**src/sv/edd_pkg.sv**
```systemverilog
// Shared constants and types for the integer Euclidean distance core.
// No dependencies; used by every other file of the block.
`timescale 1ns / 1ps

package edd_pkg;

  localparam int DEFAULT_COORD_WIDTH = 24;
  // Depth of the queue between the difference front end and the root back end.
  localparam int FIFO_DEPTH = 2;

  typedef struct packed {
    logic full;
    logic empty;
  } fifo_stat_t;

endpackage

```
**src/sv/edd_fifo.sv**
```systemverilog
// Short show-ahead queue decoupling the front end from the back end.
// Depends on edd_pkg (depth, status struct).
`timescale 1ns / 1ps

module edd_fifo #(
  parameter int DATA_WIDTH = 3 * edd_pkg::DEFAULT_COORD_WIDTH
) (
  input  logic                  clk,
  input  logic                  rst,
  input  logic                  push,
  input  logic [DATA_WIDTH-1:0] push_data,
  input  logic                  pop,
  output logic [DATA_WIDTH-1:0] pop_data,
  output edd_pkg::fifo_stat_t   stat
);

  localparam int Depth = edd_pkg::FIFO_DEPTH;
  localparam int PtrW  = (Depth > 1) ? $clog2(Depth) : 1;
  localparam int CntW  = $clog2(Depth + 1);

  logic [DATA_WIDTH-1:0] mem [0:Depth-1];
  logic [PtrW-1:0]       wr_ptr;
  logic [PtrW-1:0]       rd_ptr;
  logic [CntW-1:0]       count;
  logic                  do_push;
  logic                  do_pop;

  assign stat.full  = (count == CntW'(Depth));
  assign stat.empty = (count == '0);
  assign do_push    = push && !stat.full;
  assign do_pop     = pop && !stat.empty;
  assign pop_data   = mem[rd_ptr];

  function automatic logic [PtrW-1:0] bump(input logic [PtrW-1:0] p);
    return (p == PtrW'(Depth - 1)) ? '0 : p + 1'b1;
  endfunction

  always_ff @(posedge clk) begin
    if (rst) begin
      wr_ptr <= '0;
      rd_ptr <= '0;
      count  <= '0;
    end else begin
      if (do_push) begin
        wr_ptr <= bump(wr_ptr);
      end
      if (do_pop) begin
        rd_ptr <= bump(rd_ptr);
      end
      if (do_push && !do_pop) begin
        count <= count + 1'b1;
      end else if (do_pop && !do_push) begin
        count <= count - 1'b1;
      end
    end
  end

  always_ff @(posedge clk) begin
    if (do_push) begin
      mem[wr_ptr] <= push_data;
    end
  end

endmodule

```
**config.mk**
```make
export PLATFORM = sky130hd
export DESIGN_NAME = edd_fifo
export DESIGN_NICKNAME = d
export VERILOG_FILES = /design/src/sv/edd_pkg.sv /design/src/sv/edd_fifo.sv
export SDC_FILE = /design/constraint.sdc
export NUM_CORES = 1
export LEC_CHECK = 0
export ABC_AREA = 0
export ABC_CLOCK_PERIOD_IN_PS = 2560
export BUFFER_PORTS_ARGS = -buffer_cell sky130_fd_sc_hd__buf_2
export CORE_MARGIN = 2
export CORE_UTILIZATION = 47
export CTS_CLUSTER_DIAMETER = 40
export DETAILED_ROUTE_END_ITERATION = 8
export PLACE_DENSITY = 0.76
export SYNTH_ARGS = -nofsm -noshare
export SYNTH_HDL_FRONTEND = slang
export SYNTH_SLANG_ARGS = --single-unit
```
**constraint.sdc**
```tcl
create_clock -name clk -period 2.56 [get_ports clk]
set_input_delay 0.256 -clock clk [delete_from_list [all_inputs] [get_ports clk]]
set_output_delay 0.256 -clock clk [all_outputs]
set_load 0.03 [all_outputs]
```
==> results of run 1 <==
[worst max-delay path: stages (launching register included)]
cell     delay [ps]
dfxtp_4         610
buf_12          280
mux2_2          380
buf_2           180
[area by class of cell]
type | count | area, um^2 | area share
tap | 143 | 179 | 0.0259
timing repair buffer | 155 | 816 | 0.118
clock buffer | 20 | 437 | 0.0632
sequential | 149 | 4430 | 0.641
inverter | 2 | 11.3 | 0.00163
clock inverter | 10 | 110 | 0.0159
multi-input combinational | 90 | 923 | 0.134
[how the worst min path moves through the flow]
stage	startpoint	endpoint	cells past startpoint
detailed placement	push_data[10]	mem[0][10]	1
CTS	push_data[28]	mem[1][28]	1
floorplan	rst	count[1]	1
global route	push_data[12]	mem[0][12]	1
finish	push_data[21]	mem[1][21]	1
global placement	push_data[2]	mem[0][2]	1
[routing by layer]
metal / part of all wire / wire length, um / GRT usage / up-vias
li1: - / - / - / 1313
met1: 0.40 / 3690 / 0.178 / 1346
met2: 0.51 / 4750 / 0.258 / 98
met3: 0.067 / 621 / 0.0596 / 16
met4: 0.018 / 162 / 0.0716 / 0
met5: 0 / 0 / 0 / -
[metrics by stage]
step,cell area (um^2),power [uW],util
final,6900,7660,0.610
after CTS,6900,7780,0.610
after detailed placement,6360,5460,0.562
after floorplan,5400,4820,-
after global routing,6900,7980,0.610
after global placement,6360,5410,0.562
[report_power, final]
part	leakage, uW	internal [uW]	switching [uW]	total, uW
Sequential	0.00139	3070	141	3210
Clock	0.000259	1410	876	2290
Combinational	0.000941	775	1390	2160
[flip-flops by register name (all words and copies together) (netlist names), named ones only]
name    count
mem       144
count       2
rd_ptr      1
wr_ptr      1
[cell usage in the layout (no fill, tap or decap), types with 2 or more instances in the layout]
cell type   count
nor2_1          5
clkbuf_16      17
clkbuf_1        3
o21ai_0         3
clkinv_2        3
or3_1           2
buf_4           4
mux2_2         72
buf_2         149
xor2_1          3
edfxtp_1      144
clkinvlp_4      4
buf_12          2
a21oi_1         2
dfxtp_1         4
bufinv_16       2
[cells by family (layout without fill, tap and decap cells)]
logic type	count (synthesis)	in the layout	share of synthesized area
xor gates and xnor gates	3	3	0.00487
AOI/OAI and AO/OA	5	5	0.00464
buffers and inverters	10	187	0.00882
adders and majority gates	1	1	0.00232
muxes	72	72	0.150
DFF	149	149	0.820
and+or+nand+nor	9	9	0.00859
==> impl_results.md, run 1 <==
* Detailed Route Iter0 Violations at ~130
* Final WL at 9.22 mm
* Max_slew headroom at 0.673
* Initial Util at 0.476
* Vias in the first global route at about 2.9k
* Port Buffers at approximately 150
* Pwr/cell area at 1110 mW/mm^2
* Setup WS post-layout at 413 ps
* Fillers at around 880
* Post-CTS sizing at 0
* Worst R2R Start: count[1]
* Syn avg cell area at approximately 22 um^2
* Final period util at 0.839
* Die Area at ~0.012 mm^2
* Worst r2r path cells at 4
* 1st-pass router iterations at 4
* Nets at roughly 500
* Die height at around 110 um
* Clock latency on the worst-skew pair at between 400 and 500 ps
* Core ar. at between 0.01 and 0.015 mm^2
* DP HPWL at just over 6 mm
* Area leader, netlist: edfxtp_1
* CTS tree: yes
* Largest net degree at the start of global routing at 43
* WP data arrival at 1890 ps
* Post-synth top cells: edfxtp_1, mux2_2, buf_2
* Hold-fix buffers, CTS at 0
* Setup crit start kind: register
* Max Transition Viols Final at 0
* Worst-path clk slew at about 60 ps
* Sequential-to-total area share from yosys stat at 0.820
* Post-Layout Cell Count at 569
* Share of cells above drive strength 1 at 0.603
* Final ANT Viol Nets at 0
* Worst reg2reg path endpoint: mem[0][42]
* Setup TNS at 0 ps
* Setup slack, reg-to-reg at 760 ps
* Minimum clock period at roughly 2100 ps
* Hold Worst Slack at approximately 27 ps
* Asr flop ratio synth at 0
* First-pass GRT wire length at approximately 14 mm
* RSZ-0062 raised after global routing: no
* Leakage at ~0.0026 uW
* Routed len/inst at between 15 and 20 um
* DP Cell Count at approximately 540
* TritonCTS Buffers at 17
* CP endpoint: pop_data[0]
* Pre-CTS setup slack at 765 ps
* Syn_nets at 326
* Gp weighted congestion at approximately 0.72
* Clk sinks at around 150
* Setup-failing EPs final at 0
* Max Root-Sink Buffers at 2
* Top post-synthesis cells by area: edfxtp_1, mux2_2, dfxtp_1
* Status: finished clean
* Final Hold Viols at 0
* Synth top area share at 0.802
* Max Freq at about 470 MHz
* Maximum vdd drop at roughly 0.49 mV
* Rows at 39
* Die Wd at approximately 110 um
* Cell variety after synth at 13
* Initial antenna violation count at 0
* Vias per cell at about 4.9
* Post-Synthesis Cells at ~250
* IO Count at 150
* Worst-case clock skew at around 15 ps
* Setup Fix Bufs, Post-CTS at 0
* CTS H-tree lvls at 4
* Area delta synth->final at 28.0%
* Slew @ Worst Pin at around 500 ps
* DRC at 0
* Crit Path Max Fanout at 36
* Max Cap Viol at 0
* Total number of vias at 2773
* Critical path class: reg -> out
* Worst hold path class: in -> reg
* Synthesized cell area at ~0.0054 mm^2
* FF+latch count, synth at approximately 150
* YS warnings at 0
* Top-count cell post-synth: edfxtp_1
* Total GRT Usage at 0.155
* Worst EP required at 2300 ps
* Main flop type after synthesis: edfxtp_1
* Root Driver: clkbuf_16
* Endpoint class of the critical path: output pin
* EDFF count, synth at roughly 140
* Gr ovfl total at 0
* ANT cells at 0
Power figures use the tool's default switching activity.
==> inputs of run 2 (changes only) <==
Settings changed: ABC_CLOCK_PERIOD_IN_PS 2560 to 2100, CORE_UTILIZATION 47 to 52, PLACE_DENSITY 0.76 to 0.8.
Clock period 2.56 ns to 2.1 ns, I/O delays scaled along.
==> run 2 against run 1 <==
Effect of this change:
- flip-flop and latch count unchanged
- cell count is 12% higher
- sequential share of layout area shrank 6.4 points
- power grew 23%
- combinational power increased by 34%
- via count grew 12%
- worst setup slack got worse by 340 ps
- count of clock-buffer cells in the layout down 3
- global-route usage up 3.9 points
- non-clock buffer count grew 73
- die area decreased by 9.3%
- first-iteration DRC count is 21% higher
==> impl_results.md, run 2 (synthesized netlist as in run 1, its figures left out) <==
* Hold Worst Slack at 115 ps (+87.3 ps)
* Root Driver: clkbuf_8
* Max FFs per register at 144 (unchanged)
* Die height at 106 um (-4.8%)
* Clock latency on the worst-skew pair at 510 ps (+100 ps)
* DRC at 0 (unchanged)
* CP peak stage delay at 480 ps (-130 ps)
* Sequential power share at 0.412 (-0.007)
* Total number of vias at 3119 (+12%)
* Nets at 565 (+15%)
* Initial Util at 0.529 (+0.0531)
* Area delta synth->final at 42.2%
* Multi-input gate area at 933 um^2 (+1.1%)
* Final Hold Viols at 0 (unchanged)
* Combinational share of power at 0.307 (+0.025)
* Worst-path clk slew at 60 ps (about the same)
* Max Freq at 494 MHz
* Detailed Route Iter0 Violations at 152 (+21%)
* Net Sw Power at 3060 uW (+27%)
* Port Buffers at 149 (unchanged)
* Crit path cell chain: buf_12 > mux2_2 > buf_2
* Worst hold path class: in -> reg
* Endpoint class of the critical path: output pin
* Die Wd at 106 um (-4.8%)
* DP HPWL at 6.19 mm (+2.0%)
* Slowest cell on crit path: dfxtp_4
* Leakage at 0.00291 uW (+12%)
* Setup TNS at 0 ps (unchanged)
* Gp weighted congestion at 0.701 (-2.5%)
* Status: finished clean
* Most common cell after layout, fill and taps aside: buf_2
* Final WL at 10.7 mm (+16%)
* Routed len/inst at 16.8 um (+3.4%)
* Setup-failing EPs final at 0 (unchanged)
* Post-CTS sizing at 0 (unchanged)
* Vias per cell at 4.90 (+0.47%)
* Fillers at 603 (-32%)
* Share of cells above drive strength 1 at 0.525 (-0.0783)
* Crit-path leading delay family: flip-flops
* CTS H-tree lvls at 4 (unchanged)
* Total GRT Usage at 0.194 (+0.0389)
* Clock share of power at 0.282 (-0.017)
* Pwr/cell area at 1230 mW/mm^2 (+11%)
* Rows at 37 (-5.1%)
* IO Count at 150 (unchanged)
* Final period util at 0.963
* Gr ovfl total at 0 (unchanged)
* Worst-case clock skew at 5.36 ps (-10.0 ps)
* Worst EP required at 1890 ps (-410 ps)
* Largest Register: mem
* Clk sinks at 149 (unchanged)
* CTS tree: yes
* Largest net degree at the start of global routing at 45 (+4.7%)
* Largest registers: mem (144), count (2)
* TritonCTS Buffers at 17 (unchanged)
* Final ANT Viol Nets at 0 (unchanged)
* Initial antenna violation count at 0 (unchanged)
* Critical path class: reg -> out
* Die Area at 0.0112 mm^2 (-9.3%)
* Pre-CTS setup slack at 535 ps (-230 ps)
* Most frequent cells in the layout: buf_2, edfxtp_1, dlygate4sd3_1, mux2_2, clkbuf_16
* Vias in the first global route at 3314 (+13%)
* First-pass GRT wire length at 16.0 mm (+11%)
* Register area at 0.00443 mm^2 (about the same)
* Max Root-Sink Buffers at 2 (unchanged)
* Crit Path Max Fanout at 33 (-8.3%)
* WP data arrival at 1810 ps (-80 ps)
* Maximum vdd drop at 0.747 mV (+51%)
* Setup WS post-layout at 76.8 ps (-337 ps)
* RSZ-0062 raised after global routing: no
* 1st-pass router iterations at 4 (unchanged)
* Hold-fix buffers, CTS at 73 (+73)
* Max_slew headroom at 0.755 (+0.0824)
* Max Cap Viol at 0 (unchanged)
* Internal power at 6390 uW (+22%)
* Core ar. at 0.0102 mm^2 (-10%)
* Setup crit start kind: register
* Minimum clock period at a little over 2000 ps
* Setup Fix Bufs, Post-CTS at 0 (unchanged)
* Sw Share at 0.324 (+0.00969)
* Worst Path Buf+Inv at 2 (unchanged)
* Slew @ Worst Pin at 363 ps (-127 ps)
* ANT cells at 0 (unchanged)
* Max Transition Viols Final at 0 (unchanged)
## run 2: path summary, 6_finish.rpt
check | from | to | slack, ps | depth (start not counted)
worst max-delay path | register | pop_data[55] | 80 | 3
worst min-delay path | push | wr_ptr | 110 | 4
worst max register to register | count[0] | count[1] | 520 | 4
worst min register to register | count[1] | count[1] | 500 | 2
## run 2: tightest hold or removal path: cells and delay by family
kind / cells / cell delay (ps)
simple gates: 1 / 140
buf+inv: 2 / 170
compound gates: 1 / 50
## run 2: metrics by stage
step	util	std cells	total power [uW]	instance area, um^2
3_5_place_dp	0.629	532	6740	6410
6_report	0.753	637	9450	7670
4_1_cts	0.753	637	9490	7670
5_1_grt	0.753	637	9790	7670
2_1_floorplan	-	249	5900	5410
3_3_place_gp	0.629	532	6660	6410
## run 2: metal layers
layer | GRT usage | routed length [um]
met4 | 0.0921 | 209
met5 | 0 | 0
met1 | 0.199 | 3930
met3 | 0.0482 | 501
met2 | 0.366 | 6030
## run 2: power by group through the flow
stage                     registers, uW  clock network (uW)  logic (uW)
after CTS                          3890                2700        2900
after global placement             3920                   0        2740
after floorplan                    3880                   0        2010
after global routing               3930                2830        3040
final                              3890                2660        2900
after detailed placement           3950                   0        2790
## run 2: cell type report
type | count | area share
tap | 136 | 0.0222
clock buffer | 17 | 0.0540
multi-input combinational | 90 | 0.122
sequential | 149 | 0.578
clock inverter | 15 | 0.0147
timing repair buffer | 228 | 0.208
inverter | 2 | 0.00147
