## src/sv/edd_pkg.sv

```systemverilog
// Shared constants and types for the integer Euclidean distance core.
// No dependencies; used by every other file of the block.
`timescale 1ns / 1ps

package edd_pkg;

  localparam int DEFAULT_COORD_WIDTH = 24;
  // Depth of the queue between the difference front end and the root back end.
  localparam int FIFO_DEPTH = 2;

  typedef struct packed {
    logic full;
    logic empty;
  } fifo_stat_t;

endpackage

```

## src/sv/edd_front.sv

```systemverilog
// Front end: takes a command, forms per-axis absolute differences.
// Depends on edd_pkg (queue status struct).
`timescale 1ns / 1ps

module edd_front #(
  parameter int COORD_WIDTH = edd_pkg::DEFAULT_COORD_WIDTH
) (
  input  logic                       clk,
  input  logic                       rst,
  input  logic                       start,
  output logic                       busy,
  input  logic                       op,
  input  logic signed [COORD_WIDTH-1:0] first_x,
  input  logic signed [COORD_WIDTH-1:0] first_y,
  input  logic signed [COORD_WIDTH-1:0] first_h,
  input  logic signed [COORD_WIDTH-1:0] second_x,
  input  logic signed [COORD_WIDTH-1:0] second_y,
  input  logic signed [COORD_WIDTH-1:0] second_h,
  input  edd_pkg::fifo_stat_t        stat,
  output logic                       push,
  output logic [3*COORD_WIDTH-1:0]   push_data
);

  logic                   held;
  logic [COORD_WIDTH-1:0] ax;
  logic [COORD_WIDTH-1:0] ay;
  logic [COORD_WIDTH-1:0] ah;
  logic [COORD_WIDTH-1:0] ax_next;
  logic [COORD_WIDTH-1:0] ay_next;
  logic [COORD_WIDTH-1:0] ah_next;
  logic                   take;

  function automatic logic [COORD_WIDTH-1:0] abs_diff(
    input logic signed [COORD_WIDTH-1:0] a,
    input logic signed [COORD_WIDTH-1:0] b
  );
    logic signed [COORD_WIDTH:0] d;
    logic        [COORD_WIDTH:0] m;
    d = {a[COORD_WIDTH-1], a} - {b[COORD_WIDTH-1], b};
    m = d[COORD_WIDTH] ? -d : d;
    return m[COORD_WIDTH-1:0];
  endfunction

  assign push      = held && !stat.full;
  assign busy      = held && stat.full;
  assign take      = start && !busy;
  assign push_data = {ax, ay, ah};

  always_comb begin
    ax_next = abs_diff(first_x, second_x);
    ay_next = abs_diff(first_y, second_y);
    // horizontal mode drops the height axis
    ah_next = op ? '0 : abs_diff(first_h, second_h);
  end

  always_ff @(posedge clk) begin
    if (rst) begin
      held <= 1'b0;
    end else if (take) begin
      held <= 1'b1;
    end else if (push) begin
      held <= 1'b0;
    end
  end

  always_ff @(posedge clk) begin
    if (take) begin
      ax <= ax_next;
      ay <= ay_next;
      ah <= ah_next;
    end
  end

endmodule

```

## config.mk

```make
export PLATFORM = sky130hd
export DESIGN_NAME = edd_front
export DESIGN_NICKNAME = d
export VERILOG_FILES = /design/src/sv/edd_pkg.sv /design/src/sv/edd_front.sv
export SDC_FILE = /design/constraint.sdc
export NUM_CORES = 1
export LEC_CHECK = 0
export ABC_AREA = 1
export ABC_CLOCK_PERIOD_IN_PS = 4620
export BUFFER_PORTS_ARGS = -buffer_cell sky130_fd_sc_hd__buf_2
export CELL_PAD_IN_SITES_DETAIL_PLACEMENT = 0
export CELL_PAD_IN_SITES_GLOBAL_PLACEMENT = 2
export CORE_UTILIZATION = 29
export CTS_CLUSTER_SIZE = 20
export DETAILED_ROUTE_END_ITERATION = 8
export PLACE_DENSITY = 0.92
export RECOVER_POWER = 100
export SYNTH_ARGS = -nofsm -noshare
export SYNTH_HDL_FRONTEND = slang
export SYNTH_SLANG_ARGS = --single-unit
```

## constraint.sdc

```tcl
create_clock -name clk -period 4.62 [get_ports clk]
set_input_delay 0.462 -clock clk [delete_from_list [all_inputs] [get_ports clk]]
set_output_delay 0.462 -clock clk [all_outputs]
set_load 0.05 [all_outputs]
```

==> run_results.csv, run 1 <==
group,metric,value,unit
run_status,outcome,"finished, violations left",
run_status,failed_checks,"max-capacitance violations, max-slew violations",
sta,unrepaired_setup_endpoints_after_global_routing,"false",
worst_setup_path,critical_path.cell_chain,"buf_2 > inv_1 > ha_1 > inv_1 > fa_1 > nand3_1 > nand2_1 > nand2_1 > nand2_1 > nand2_1 > nand2_1 > nand3_1 > nand3_1 > nand2_1 > inv_1 > a21oi_1 > nand2_1 > nand2_1 > nor2_1",
global_routing,grt_antenna_before_repair,0,
worst_setup_path,max_stage_delay,0.46,ns
worst_setup_path,critical_path.reg2reg.startpoint,"held$_SDFFE_PP0P_",
floorplanning,die_area,0.03365,mm^2
floorplanning,placementRows,66,
clocking,post_cts.resized_instances,0,
floorplanning,floorplan.core_area,0.03245,mm^2
clocking,cts-buffers-inserted,9,
worst_setup_path,worst-r2r-setup-slack,1.87,ns
global_routing,gr-max-usage-layer,"met2",
power_and_ir_drop,sw_frac_of_total,46.56,%
route,drt_first_pass_iters,5,
global_routing,globalRouteOverflowTotal,0,
layout,drive_gt1_share,11.61,%
clocking,clock_insertion_delay_worst_skew,0.33,ns
sta,slew_limit_fails,71,
worst_setup_path,critical_path.max_fanout,18,
worst_setup_path,critical-path-top-delay-family,"simple AND/OR/NAND/NOR gates",
worst_hold_path,worst_hold_path.endpoint,"held$_SDFFE_PP0P_",
sta,fin_tns_setup,0,ns
logic_synthesis,ys_seq_area_share,22.86,%
place,routabilityCongestion,0.8361,
sta,setup_viol,0,
worst_hold_path,worst_hold_path_type,"in -> reg",
route,detail-route-antenna-nets,0,
global_routing,groute.layer.met2.usage,29.53,%
worst_setup_path,worstSetupPathDepth,19,
flow_run,cap_violations,2,
worst_setup_path,critical_path.startpoint,"first_h[0]",
floorplanning,start_util,29.42,%
clocking,path_clk_slew,0.06,ns
worst_setup_path,critPathBufInv,4,
power_and_ir_drop,power.share.combinational,52.1,%
route,remaining_drc_errors,0,
worst_setup_path,critPathSlowestCell,"nand2_1",
power_and_ir_drop,clock_power_share,20.1,%
route,via_per_inst,4.391,
layout,num-nets-final,2042,
layout,filler_cell_count,3680,
route,wire_per_inst,12.42,um
logic_synthesis,postSynth.topFlopCell,"edfxtp_1",
sta,setup_clock_skew_after_layout,0.005199,ns
clocking,ctsHoldBuffers,0,
power_and_ir_drop,irDropWorstVdd,0.1451,mV
floorplanning,io_count,224,
clocking,cts-root-to-sink-buffers,2,
global_routing,globalRouteTotalUtil,16.61,%
logic_synthesis,syn-mean-instance-area,6.016,um^2
sta,timing.fmax,0.2949,GHz
sta,worstMarginPinSlew,2.154,ns
worst_setup_path,timing.critical_path.to_type,"register",
logic_synthesis,synth_async_sr_flop_share,0,%
logic_synthesis,post_synth_net_total,1815,
clocking,postCtsSetupBuffers,0,
power_and_ir_drop,cellPowerDensity,295.7,mW/mm^2
global_routing,globalRouteMet1Util,21.60,%
worst_setup_path,critPathRequiredTime,4.71,ns
route,detailedRoute.firstIterationViolations,477,
worst_setup_path,ff2ff_path_depth,4,
logic_synthesis,synth_edf_count,72,
place,dp_hpwl,24.33,mm
layout,insertedDiodeCount,0,
worst_setup_path,setup.worst_path.start_class,"primary input",
place,place.port_buffers,222,
sta,post-route-period-util,73.39,%
logic_synthesis,netlist_instances,1587,
logic_synthesis,yosysWarnings,0,
global_routing,grt.met3_usage,1.387,%
global_routing,via_count_of_the_first_global_routing_pass,9195,
logic_synthesis,synth_register_bits,73,
worst_setup_path,worstPathArrival,3.48,ns
route,drt-total-wl,28.06,mm
sta,slew-limit-headroom,-43.57,%
floorplanning,chipWidth,183.4,um
worst_setup_path,critical_path.reg2reg.endpoint,"ay[15]$_DFFE_PP_",
worst_setup_path,worst_path_most_repeated_cell,"nand2_1",
clocking,ctsHtreeMaxLevel,3,
clocking,cell_at_the_root_of_the_clock_tree,"clkbuf_16",
worst_hold_path,hold_start,"rst",
global_routing,maximum_number_of_pins_on_one_net_before_global_route_repair,41,
logic_synthesis,ys_types,40,
logic_synthesis,synth.cell_area,0.009547,mm^2
worst_setup_path,critical_setup_path_kind,"in -> reg",
power_and_ir_drop,switching_power,1553,uW
floorplanning,die_height,183.4,um
power_and_ir_drop,internal-power,1782,uW
global_routing,grt_pass1_wl,44.62,mm
clocking,tritoncts_clock_tree,"built",
clocking,tritoncts_num_sinks,73,
sta,timing.final.crit_period,3.391,ns
route,detailroute.via_count,9924,
worst_hold_path,worst_hold_path.num_cells,2,
sta,final-hold-violation-count,0,
layout,syn2layout_area_growth,18.15,%
power_and_ir_drop,static-leakage-power,0.006264,uW
place,dp_worst_setup_slack,1.091,ns
sta,worst_slack,1.229,ns
power_and_ir_drop,p_seq_share,27.9,%
-- cells in the mapped netlist, types with 5 or more instances --
master	instances	area (um^2)
edfxtp_1	72	2162
nand3_2	9	90.09
xor2_1	22	192.7
nand2_1	557	2091
o21ai_2	5	43.79
o21ai_1	6	30.03
nand3_1	105	525.5
nand3b_1	16	120.1
nor3_1	13	65.06
nand4_1	34	212.7
xnor2_1	15	131.4
o21ai_0	35	175.2
inv_2	6	22.52
a21oi_1	82	410.4
nand2_2	22	137.6
inv_1	312	1171
nor2_1	148	555.5
nor2_2	11	68.82
ha_1	75	938.4
-- per-stage QoR --
step           total power, uW  cell area [um^2]  hold slack [ns]  util [%]  cells
2_1_floorplan             2286              9547           0.4478         -   1587
3_3_place_gp              2718             11170           0.4563     34.41   2245
3_5_place_dp              2731             11170           0.4709     34.41   2245
4_1_cts                   3421             11450           0.2554     35.28   2260
5_1_grt                   3603             11280           0.2624     34.76   2260
6_report                  3335             11280           0.2774     34.76   2260
-- layer usage --
metal | vias up | part of all wire, %
met5 | - | 0
met1 | 4301 | 49
met2 | 166 | 47
li1 | 5442 | -
met3 | 15 | 3.0
met4 | 0 | 1.2
-- registers in the layout (all words and copies together) (netlist names) --
name  cells
held      1
ay       24
ah       24
ax       24
-- how the worst max path moves through the flow --
stage	to	slack [ns]
6_report	ah[12]$_SDFFCE_PP0P_	1.23
5_1_grt	ah[12]$_SDFFCE_PP0P_	0.91
4_1_cts	ay[11]$_DFFE_PP_	1.45
3_5_place_dp	ay[11]$_DFFE_PP_	1.09
3_3_place_gp	ay[11]$_DFFE_PP_	1.09
2_1_floorplan	ah[0]$_SDFFCE_PP0P_	0.29
-- cell type report --
type                       count  area (um^2)  share of cell area (%)
clock buffer                   9        225.2                   1.997
inverter                     318         1194                   10.58
tap                          442        553.0                   4.903
multi-input combinational   1188         6040                   53.54
sequential                    73         2182                   19.35
clock inverter                 6        60.06                  0.5324
timing repair buffer         224         1026                   9.096
-- cells by family after synthesis --
| kind of cell | after synthesis | synth area share (%) |
|---|---|---|
| XOR/XNOR | 39 | 3.735 |
| adder cells (fa/ha/maj) | 78 | 10.46 |
| buffers and inverters | 326 | 13.21 |
| AO/OA/AOI/OAI | 141 | 7.956 |
| AND/OR/NAND/NOR | 930 | 41.78 |
| flip-flops | 73 | 22.86 |
-- power groups by stage --
stage	combinational, uW	clock [uW]	sequential (uW)
global placement	1780	0	941
floorplan	996	0	1290
detailed placement	1790	0	942
finish	1740	669	930
global route	1950	713	939
CTS	1800	697	929
-- worst register-to-register path, cell delays in order (launching register included) --
cell      delay [ns]
dfxtp_1         0.31
nand2_1         0.07
inv_1           0.06
nor2_1          0.28
clkbuf_1        1.57
-- cell usage in the layout, fill, tap and decap left out, drive strengths merged, types with 2 or more instances in the layout --
cell type and count:
xnor2 17, nor2 162, o31ai 2, o21ai 46
nand3b 16, nor3 14, or2 2, ha 75
nand4 34, buf 148, nor4 2, nand2 581
fa 3, xor2 22, a21oi 85, clkbuf 85
clkinv 4, and2 4, nand3 114, inv 318
o21bai 4, edfxtp 72
(Power assumes the default switching activity.)
==> run 2, diff against run 1 <==
ABC_CLOCK_PERIOD_IN_PS = 3100   (was 4620)
CORE_UTILIZATION = 26   (was 29)
PLACE_DENSITY = 0.88   (was 0.92)
clock period = 3.1 ns   (was 4.62 ns; I/O delays follow)
==> run_results.csv, run 2 (synthesized netlist as in run 1, its figures left out) <==
group,metric,value,unit
run_status,outcome,"finished, violations left",
run_status,failed_checks,"max-capacitance violations, max-slew violations",
power_and_ir_drop,static-leakage-power,0.006315,uW
place,place_inst,2270,
worst_setup_path,critical_path.reg2reg.endpoint,"ay[16]$_DFFE_PP_",
clocking,cell_at_the_root_of_the_clock_tree,"clkbuf_16",
floorplanning,placementRows,69,
layout,final_area,0.01140,mm^2
clocking,tritoncts_num_sinks,73,
worst_setup_path,worst-r2r-setup-slack,0.74,ns
worst_setup_path,worstPathArrival,2.82,ns
worst_hold_path,worst_hold_path_type,"in -> reg",
route,via_per_inst,4.381,
global_routing,grt_antenna_before_repair,0,
worst_setup_path,critPathRequiredTime,3.20,ns
place,detailed_place.area,0.01125,mm^2
global_routing,globalRouteOverflowTotal,0,
worst_setup_path,critPathSlowestCell,"fa_1",
power_and_ir_drop,clock_power_share,21.9,%
clocking,cts-root-to-sink-buffers,2,
layout,insertedDiodeCount,0,
clocking,tritoncts_clock_tree,"built",
sta,slew-limit-headroom,-26.45,%
clocking,cts-buffers-inserted,9,
layout,final-instance-count-excl-fill,2286,
power_and_ir_drop,switching_power,2357,uW
route,wire_per_inst,12.49,um
worst_hold_path,worst_hold_path.endpoint,"held$_SDFFE_PP0P_",
layout,reg_top3,"ah (24), ax (24), ay (24)",
worst_setup_path,critical_path.reg2reg.startpoint,"held$_SDFFE_PP0P_",
place,place.port_buffers,222,
route,detailroute.via_count,10020,
layout,syn2layout_area_growth,19.40,%
layout,drive_gt1_share,12.11,%
route,dr_wl_met3,816,um
sta,post-route-period-util,88.01,%
clocking,ctsHoldBuffers,0,
worst_setup_path,critical-path-top-delay-family,"simple AND/OR/NAND/NOR gates",
layout,final_cell_mix,"nand2_1 (562), inv_1 (312), nor2_1 (152)",
worst_hold_path,worst_hold_path.num_cells,2,
clocking,clock_insertion_delay_worst_skew,0.34,ns
power_and_ir_drop,irDropWorstVdd,0.1961,mV
worst_setup_path,critical_setup_path_kind,"in -> reg",
power_and_ir_drop,report.power.total,5121,uW
route,remaining_drc_errors,0,
floorplanning,floorplan.core_area,0.03583,mm^2
route,topRoutingLayerUsed,"met4",
power_and_ir_drop,sw_frac_of_total,46.03,%
clocking,post_cts.resized_instances,0,
route,route.met2.wl,13.01,mm
sta,slew_limit_fails,73,
sta,worstMarginPinSlew,1.897,ns
global_routing,globalRouteTotalUtil,15.27,%
sta,timing.final.crit_period,2.728,ns
place,routabilityCongestion,0.8567,
global_routing,via_count_of_the_first_global_routing_pass,9490,
global_routing,grt_pass1_wl,46.58,mm
floorplanning,die_height,193.6,um
route,met1_length,14.19,mm
worst_setup_path,critical_path.cell_chain,"buf_2 > inv_1 > ha_1 > inv_1 > fa_1 > nand3_1 > nand2_1 > nand2_1 > nand2_1 > xnor2_1 > nand3_1 > nor2_1 > nand3_2 > o21ai_1 > nand2_1 > nand2_1 > nand2_1",
worst_setup_path,worst_path_most_repeated_cell,"nand2_1",
worst_setup_path,timing.critical_path.to_type,"register",
clocking,postCtsSetupBuffers,0,
sta,final-hold-violation-count,0,
worst_setup_path,critPathBufInv,3,
worst_setup_path,critical_path.max_fanout,5,
sta,setup_clock_skew_after_layout,0.006944,ns
route,detailedRoute.firstIterationViolations,435,
flow_run,cap_violations,1,
route,drt_first_pass_iters,5,
global_routing,maximum_number_of_pins_on_one_net_before_global_route_repair,73,
worst_setup_path,max_stage_delay,0.42,ns
sta,fin_tns_setup,0,ns
floorplanning,die_area,0.03749,mm^2
floorplanning,chipWidth,193.6,um
sta,setup_viol,0,
worst_setup_path,worstSetupPathDepth,17,
layout,num-nets-final,2048,
power_and_ir_drop,internal-power,2764,uW
worst_hold_path,hold_start,"rst",
worst_setup_path,ff2ff_path_depth,4,
power_and_ir_drop,p_seq_share,26.9,%
power_and_ir_drop,power.share.combinational,51.2,%
route,detail-route-antenna-nets,0,
sta,timing.fmax,0.3665,GHz
place,dp_hpwl,24.64,mm
clocking,ctsHtreeMaxLevel,3,
route,drt-total-wl,28.55,mm
worst_setup_path,setup.worst_path.start_class,"primary input",
sta,unrepaired_setup_endpoints_after_global_routing,"false",
clocking,path_clk_slew,0.06,ns
floorplanning,start_util,26.65,%
power_and_ir_drop,cellPowerDensity,449.3,mW/mm^2
layout,layout.cells.most_common,"nand2_1",
floorplanning,io_count,224,
==> run 2: cell types whose count changed in the layout (fill, tap and decap cells not counted), sizes merged <==
cell	change
clkbuf	+1
bufinv	+1
buf	+5
==> run 2: worst register-to-register path, delay by kind of cell, from the launching register on <==
kind	cells	cell delay (ns)
simple gates	2	0.14
buf+inv	2	1.38
flops	1	0.31
==> run 2: worst max-delay path by stage <==
stage                                 to  startpoint  slack [ns]
floorplan            ah[0]$_SDFFCE_PP0P_     stat[1]        0.14
global placement    ah[12]$_SDFFCE_PP0P_  first_h[0]        0.13
detailed placement  ah[12]$_SDFFCE_PP0P_  first_h[0]        0.09
CTS                 ah[12]$_SDFFCE_PP0P_  first_h[0]        0.47
global route            ay[23]$_DFFE_PP_  first_y[0]        0.13
finish                  ay[21]$_DFFE_PP_  first_y[0]        0.37
==> run 2: final cells by class <==
cell class | count | area, um^2
fill | 4099 | 24430
tap | 461 | 576.8
inverter | 318 | 1194
timing repair buffer | 230 | 1069
sequential | 73 | 2182
clock buffer | 9 | 225.2
multi-input combinational | 1188 | 6057
clock inverter | 7 | 95.09
==> run 2: through the flow <==
step / hold WS, ns / utilization (%) / setup WS, ns
final: 0.1144 / 31.81 / 0.3715
after global routing: 0.1207 / 31.81 / 0.1273
after CTS: 0.09596 / 32.29 / 0.4712
after detailed placement: 0.4698 / 31.39 / 0.09254
after global placement: 0.4583 / 31.39 / 0.1290
after floorplan: 0.3791 / - / 0.1415
==> run 2: layer usage <==
metal / vias up / global-route usage (%)
met2: 190 / 25.75
met4: 0 / 4.770
li1: 5454 / -
met5: - / 0
met3: 29 / 1.548
met1: 4343 / 20.43
==> run 2: power groups by stage <==
stage                     logic, uW  clock network (uW)  registers, uW
after global placement         2690                   0           1390
final                          2620                1120           1380
after CTS                      2710                1160           1370
after floorplan                1480                   0           1920
after detailed placement       2700                   0           1390
after global routing           2940                1190           1400
